**src/rtl/segment_distance_unit_assert.svh**
```systemverilog
// Assertion macros shared by the segment distance unit RTL.
// Define NO_ASSERTIONS to compile every macro below to nothing.
`ifndef SEGMENT_DISTANCE_UNIT_ASSERT_SVH
`define SEGMENT_DISTANCE_UNIT_ASSERT_SVH
`ifndef NO_ASSERTIONS
// Same-cycle implication, disabled while reset is asserted.
`define SDU_ASSERT_NOW(label, clk, rst_n, ante, cons) \
  label: assert property (@(posedge clk) disable iff (!rst_n) (ante) |-> (cons)) \
    else $error("segment distance unit: assertion failed");
// Next-cycle implication, disabled while reset is asserted.
`define SDU_ASSERT_NEXT(label, clk, rst_n, ante, cons) \
  label: assert property (@(posedge clk) disable iff (!rst_n) (ante) |=> (cons)) \
    else $error("segment distance unit: assertion failed");
`else
`define SDU_ASSERT_NOW(label, clk, rst_n, ante, cons)
`define SDU_ASSERT_NEXT(label, clk, rst_n, ante, cons)
`endif
`endif

```
**src/rtl/sdu_pkg.sv**
```systemverilog
// Shared types and constants of the segment distance unit.
// No dependencies; sdu_query, sdu_div, sdu_sqrt and segment_distance_unit import this package.
package sdu_pkg;

  // Latency of one point-to-segment query front end.
  localparam int unsigned QUERY_LAT = 6;

  // The four point-to-segment queries of segment mode.
  localparam int unsigned QRY_B_A0 = 0;  // segment B, point A start
  localparam int unsigned QRY_B_A1 = 1;  // segment B, point A end
  localparam int unsigned QRY_A_B0 = 2;  // segment A, point B start
  localparam int unsigned QRY_A_B1 = 3;  // segment A, point B end
  localparam int unsigned QRY_NUM  = 4;

  typedef enum logic {
    CMD_SEG_SEG = 1'b0,
    CMD_SEG_PT  = 1'b1
  } sdu_cmd_t;

  // Per-query flags: squared distance is zero, sign of the cross product.
  typedef struct packed {
    logic zero;
    logic pos;
    logic neg;
  } sdu_flags_t;

  // Control that travels beside the query pipelines.
  typedef struct packed {
    logic     valid;
    sdu_cmd_t cmd;
    logic     adeg;
    logic     bdeg;
  } sdu_side_t;

  // Control that travels beside the square root pipeline.
  typedef struct packed {
    logic valid;
    logic touching;
    logic degenerate;
  } sdu_tail_t;

endpackage

```
**src/rtl/sdu_sqrt.sv**
```systemverilog
// Integer square root pipeline, one root bit per stage.
// Depends on sdu_pkg; the radicand has 2*W+1 bits, the root W+1.
module sdu_sqrt import sdu_pkg::*; #(
  parameter int W = 32
) (
  input  logic         clk,
  input  logic         rst_n,
  input  logic         en,
  input  logic [2*W:0] rad,
  input  sdu_tail_t    tail_in,
  output logic [W:0]   root,
  output sdu_tail_t    tail_out
);

  localparam int RW = W + 1;
  localparam int VW = 2 * RW;

  logic [VW-1:0] val_r  [RW-1];
  logic [RW:0]   rem_r  [RW-1];
  logic [RW-1:0] root_r [RW];
  sdu_tail_t     tail_r [RW];

  for (genvar k = 0; k < RW; k++) begin : g_step
    logic [VW-1:0] val_in;
    logic [RW:0]   rem_in;
    logic [RW-1:0] root_in;
    sdu_tail_t     tail_in_k;
    logic [RW+2:0] acc;
    logic [RW+2:0] trial;
    logic          fit;

    if (k == 0) begin : g_first
      assign val_in    = {1'b0, rad};
      assign rem_in    = '0;
      assign root_in   = '0;
      assign tail_in_k = tail_in;
    end else begin : g_next
      assign val_in    = val_r[k-1];
      assign rem_in    = rem_r[k-1];
      assign root_in   = root_r[k-1];
      assign tail_in_k = tail_r[k-1];
    end

    // The remainder never exceeds twice the partial root, so RW+1 bits hold it.
    assign acc   = {rem_in, val_in[VW-1:VW-2]};
    assign trial = {1'b0, root_in, 2'b01};
    assign fit   = (acc >= trial);

    always_ff @(posedge clk) begin
      if (!rst_n) begin
        tail_r[k] <= '0;
      end else if (en) begin
        tail_r[k] <= tail_in_k;
      end
    end

    always_ff @(posedge clk) begin
      if (en) begin
        root_r[k] <= {root_in[RW-2:0], fit};
      end
    end

    if (k < RW - 1) begin : g_carry
      always_ff @(posedge clk) begin
        if (en) begin
          rem_r[k] <= fit ? (RW+1)'(acc - trial) : acc[RW:0];
          val_r[k] <= {val_in[VW-3:0], 2'b00};
        end
      end
    end
  end

  assign root     = root_r[RW-1];
  assign tail_out = tail_r[RW-1];

endmodule

```
**config.mk**
```make
export PLATFORM = sky130hd
export DESIGN_NAME = sdu_sqrt
export DESIGN_NICKNAME = d
export VERILOG_FILES = /design/src/rtl/segment_distance_unit_assert.svh /design/src/rtl/sdu_pkg.sv /design/src/rtl/sdu_sqrt.sv
export SDC_FILE = /design/constraint.sdc
export NUM_CORES = 2
export LEC_CHECK = 0
export ABC_AREA = 0
export ABC_CLOCK_PERIOD_IN_PS = 4500
export BUFFER_PORTS_ARGS = -buffer_cell sky130_fd_sc_hd__buf_2
export CAP_MARGIN = 40
export CELL_PAD_IN_SITES_DETAIL_PLACEMENT = 1
export CELL_PAD_IN_SITES_GLOBAL_PLACEMENT = 2
export CORE_MARGIN = 3
export CORE_UTILIZATION = 35
export CTS_BUF_LIST = sky130_fd_sc_hd__clkbuf_4
export CTS_CLUSTER_SIZE = 16
export DETAILED_ROUTE_END_ITERATION = 10
export PLACE_DENSITY = 0.67
export SETUP_SLACK_MARGIN = 0.4
export SYNTH_ARGS = -nofsm -noshare
export SYNTH_HDL_FRONTEND = slang
export SYNTH_MEMORY_MAX_BITS = 65536
export SYNTH_SLANG_ARGS = --single-unit
export TNS_END_PERCENT = 1
```
**constraint.sdc**
```tcl
create_clock -name clk -period 4.5 [get_ports clk]
set_input_delay 0.45 -clock clk [delete_from_list [all_inputs] [get_ports clk]]
set_output_delay 0.45 -clock clk [all_outputs]
set_load 0.01 [all_outputs]
```
-- After elaboration in Yosys (flattened, before gate mapping)
Memories as Yosys holds them, arrays and structs flattened.
Cells that the tools add are included.
- order comparisons: 33
- multiplexer cells: 70
- add/sub/neg operators: 32
- bitwise gates (word level): 33
- operators with widths (cell ; number):
    >= comparator 36 x 35 -> 1 bit ; 32
    2-to-1 mux 34 bit ; 32
    subtractor 34 bit ; 31
    2-to-1 mux 3 bit ; 33
    bitwise OR 1 bit ; 33
    2-to-1 mux 1 bit ; 5
    subtractor 1 x 1 -> 2 bit (second input constant) ; 1
    >= comparator 1 bit (second input constant) ; 1
- output and inout port bits: 36
- memories: 4
- flip-flop bits (word level): 0
- word-level logic and storage cells: 172
- RAM bits: 4324
- memories (name ; words ; bits a word ; rd ports ; clocked after memory_dff ; write ports ; RTL line ; text):
    val_r ; 32 ; 64 ; 32 ; 0 ; 32 ; sdu_sqrt.sv:18 ; logic [VW-1:0] val_r [RW-1];
    root_r ; 33 ; 33 ; 33 ; 0 ; 33 ; sdu_sqrt.sv:20 ; logic [RW-1:0] root_r [RW];
    rem_r ; 32 ; 34 ; 32 ; 0 ; 32 ; sdu_sqrt.sv:19 ; logic [RW:0] rem_r [RW-1];
    tail_r ; 33 ; 3 ; 33 ; 0 ; 33 ; sdu_sqrt.sv:21 ; sdu_tail_t tail_r [RW];

-- Longest topological paths before layout
- depth after elaboration: 4
- depth in mapped cells: 14
- depth with buffers taken out: 12

-- Worst setup path after synthesis
OpenSTA, ideal clock, no wires.
- kind: input port to flip-flop
- start: in en
- end: mem tail_r[0][0] in the netlist's numbering (enable)
- path buffers: 2
- setup time: 0.475 ns
- stages: 3
- path slack: 0.664 ns
- arrival time: 3.361 ns
- required time: 4.025 ns
- path through: clkbuf_1 -> clkbuf_1 -> nand2b_1
- RTL lines (element ; RTL line ; text):
    start, declared ; sdu_sqrt.sv:8 ; input logic en,
    end, declared ; sdu_sqrt.sv:21 ;

==> impl_metrics.toml <==
[setup_path]
r2r_slack_ns = 0.44
start_kind = "register"
crit_type = "register to register"
required_ns = 5.62
timing.rr.end = "rem_r[29][10]"
cp-end-kind = "register"
arrival_ns = 5.17
cp_max_fo = 54
worstRegToRegCells = 12
r2r_start = "root_r[1][405]"

[global_route]
grt_pass1_vias = 86300
gr-usage-all-layers_pct = 16.6
antenna_found_initial = 14
grt_max_degree = 177
grt_pass1_wl_um = 493000
grt_overflow = 0

[pwr]
p_leak_nw = 56.5
power_frac_seq_pct = 47.1
clkPwrFrac_pct = 30.6
swShare_pct = 31.2
intPower_mw = 50.6
combPwrFrac_pct = 22.3
cellPowerDensity_nw_per_um2 = 504
switching_power_mw = 23.0
ir_drop_v = 0.000296

[detailed_routing]
num_vias = 81300
route.detailed.drc = 0
antenna_left = 0
drt_wl_total_um = 316000
wire_per_inst_um = 19.4
firstDrtPassIters = 5
vias_per_cell = 5.00
drt_first_iter_violations = 4797

[status]
outcome = "complete, no violations"

[yosys]
synth_fp_nets = 10600
synth_flop_cell = "edfxtp_1"
ys_seq_area_share_pct = 64.7
synthCells = 9916
synthesis.area_um2 = 128000
synth.top_cells.by_area = "edfxtp_1 65%, ha_1 5.8%, xor2_1 3.0%"
ys_ff_latch = 2748
synth_top_cell_by_area = "edfxtp_1"
synth_edf_count = 2748
ys_async_sr_fraction_pct = 0
yosys.cell_types.count = 87
yosysWarnings = 0
yosysTopAreaCellShare_pct = 64.7
syn-mean-instance-area_um2 = 12.9

[die]
die_h_um = 610
initial_core_util_pct = 35.2
core_region_area_um2 = 363000
die_area_um2 = 372000
num_io_pins = 107
die_x_um = 610
num_rows = 221

[layout]
fillers = 38400
syn_to_final_growth_pct = 14.5
fin_util_pct = 40.3
drive_gt1_share_pct = 13.8
nNetsFinal = 11500

[hold_path]
hp-start = "rst_n"
hp-class = "input pin to register"
hold_path_depth = 3
holdPathEnd = "tail_r[2][1]"

[sta]
holdWs_ns = 0.290
slew_violations = 0
rsz0062_at_grt = "yes"
finalSetupTns_ns = 0
setup_viol = 0
period_share_pct = 90.1
min_period_ns = 4.06
fmax_ghz = 0.247
clock_skew_ns = 0.123
worst_slew_margin_rel_pct = 15.5
finalHoldViolations = 0
tightest_slew_ns = 1.27

[place]
port_buffers = 106
dp_hpwl_um = 221000
place.gp.congestion = 0.825

[cts]
cts-buffers-inserted = 754
clkLatencyLatePin_ns = 1.53
cts_tree = "yes"
root_buffer = "clkbuf_4"
worst_setup_hold_path_clk_slew_ns = 0.06
cts-htree-levels = 6
cts_buffer_depth = 4
cts.sinks = 2748

[flow_run]
drv_cap = 0
==> flip-flops by register name (all words and copies together), names as in the netlist <==
signal,cells
rem_r,1032
val_r,1056
root_r,561
tail_r,99
==> kinds of logic after synthesis <==
kind of cell	synth area share (%)
adders and majority gates	5.82
buffers and inverters	2.87
and+or+nand+nor	10.1
AOI/OAI and AO/OA	9.75
muxes	0.795
xor gates and xnor gates	5.98
DFF	64.7
other	0.00294
==> worst max path at each step <==
| stage | to | cells past startpoint | slack, ns | startpoint |
|---|---|---|---|---|
| global placement | rem_r[18][25] | 10 | 0.14 | rem_r[17][3] |
| CTS | rem_r[18][33] | 11 | 0.44 | rem_r[17][3] |
| floorplan | tail_r[0][0] | 3 | 0.66 | en |
| detailed placement | rem_r[29][10] | 11 | 0.09 | root_r[1][405] |
| global route | rem_r[18][33] | 11 | 0.25 | rem_r[17][3] |
| finish | rem_r[29][10] | 12 | 0.44 | root_r[1][405] |
==> cells in the final DEF (no fill, tap or decap), types with 19 or more instances in the layout <==
master	Yosys	final
xnor2_1	434	434
nor3_1	226	224
nand3b_1	33	33
edfxtp_1	2748	2748
and4_1	25	25
nor2_1	631	630
clkinv_1	2	131
o21bai_1	53	53
nand4_1	83	83
nor2b_1	84	84
mux2_2	83	83
buf_4	2	93
dlygate4sd3_1	0	204
nand3_1	163	161
a31oi_1	68	67
clkbuf_4	0	1100
xor2_1	437	437
clkinv_2	0	23
inv_1	752	752
or3_1	101	101
buf_12	0	20
and2_1	23	23
inv_6	0	19
o211ai_1	37	37
o31ai_1	66	66
o21ai_0	554	552
and3_1	151	151
ha_1	594	594
nor4_1	133	132
a21boi_0	24	24
a21oi_1	628	627
or2_2	44	44
a211oi_1	45	45
or4_1	58	58
o21a_1	100	99
a21o_1	229	229
buf_2	5	106
nand2_1	694	694
nand2b_1	103	102
==> cell type report <==
class | instances | area (um^2) | share of cell area, %
Tap cell | 4794 | 6000 | 4.10
Antenna cell | 11 | 27.5 | 0.0188
Inverter | 758 | 2850 | 1.95
Clock inverter | 210 | 1290 | 0.880
Clock buffer | 1100 | 8260 | 5.65
Multi-Input combinational cell | 6195 | 41500 | 28.4
Sequential cell | 2748 | 82500 | 56.5
Timing Repair Buffer | 426 | 3710 | 2.54
==> power groups by stage <==
stage               Clock [mW]  Sequential (mW)  Combinational (mW)
finish                    22.5             34.7                16.4
global route              25.1             35.0                18.4
CTS                       23.7             34.8                16.6
detailed placement           0             35.3                16.3
global placement             0             35.3                16.0
floorplan                    0             34.1                11.6
==> metrics by stage <==
stage,cell area (um^2),instances,power (mW),worst slack [ns]
6_report,146000,16200,73.6,0.443
5_1_grt,146000,16200,78.6,0.250
4_1_cts,146000,16200,75.1,0.438
3_5_place_dp,134000,14700,51.6,0.0879
3_3_place_gp,134000,14700,51.3,0.138
2_1_floorplan,128000,9916,45.7,0.664
==> synth_stat cells, types with 14 or more instances <==
cell and instances:
o31ai_1 66, nand2_1 694, nor4_1 133, nand4_1 83
buf_1 14, and4_1 25, inv_1 752, a2111oi_0 19
or3_1 101, a21o_1 229, xnor2_1 434, o21a_1 100
o22ai_1 16, o21bai_1 53, nor3_1 226, o211ai_1 37
a211oi_1 45, a21oi_1 628, nand3b_1 33, clkbuf_1 194
a41oi_1 18, o21ai_0 554, mux2_2 83, and3_1 151
ha_1 594, nor3b_1 16, nand2b_1 103, nor2b_1 84
a31oi_1 68, or2_2 44, and2_1 23, xor2_1 437
a211o_1 18, a21boi_0 24, o41ai_1 14, edfxtp_1 2748
nor2_1 631, o31a_1 16, nand3_1 163, or4_1 58
==> worst max-delay path, cell delays in order, from the launching register on <==
cell	delay, ns
edfxtp_1	0.48
inv_1	0.08
ha_1	0.36
a21o_1	0.25
a221o_1	0.34
a2111oi_1	0.63
o211ai_1	0.17
buf_4	0.20
nand4_1	0.11
o21ai_0	0.27
o22ai_4	0.26
buf_12	0.27
o21ai_0	0.26
==> routing by layer <==
metal	vias to the layer above	part of all wire [%]	track usage (%)
met4	12	3.3	6.27
met5	-	0.028	0
met3	631	3.7	2.88
met2	1386	48	28.0
met1	40100	45	21.4
li1	39100	-	-
==> repair_timing <==
item | CTS | global route
setup endpoints to repair | 30 | 44
resized for setup | 1 | 3
pin swaps | 2 | 0
endpoints found under the hold margin | 1712 | 0
hold buffers | 205 | 0
buffers inserted | 3 | 0
Power figures use the tool's default switching activity.
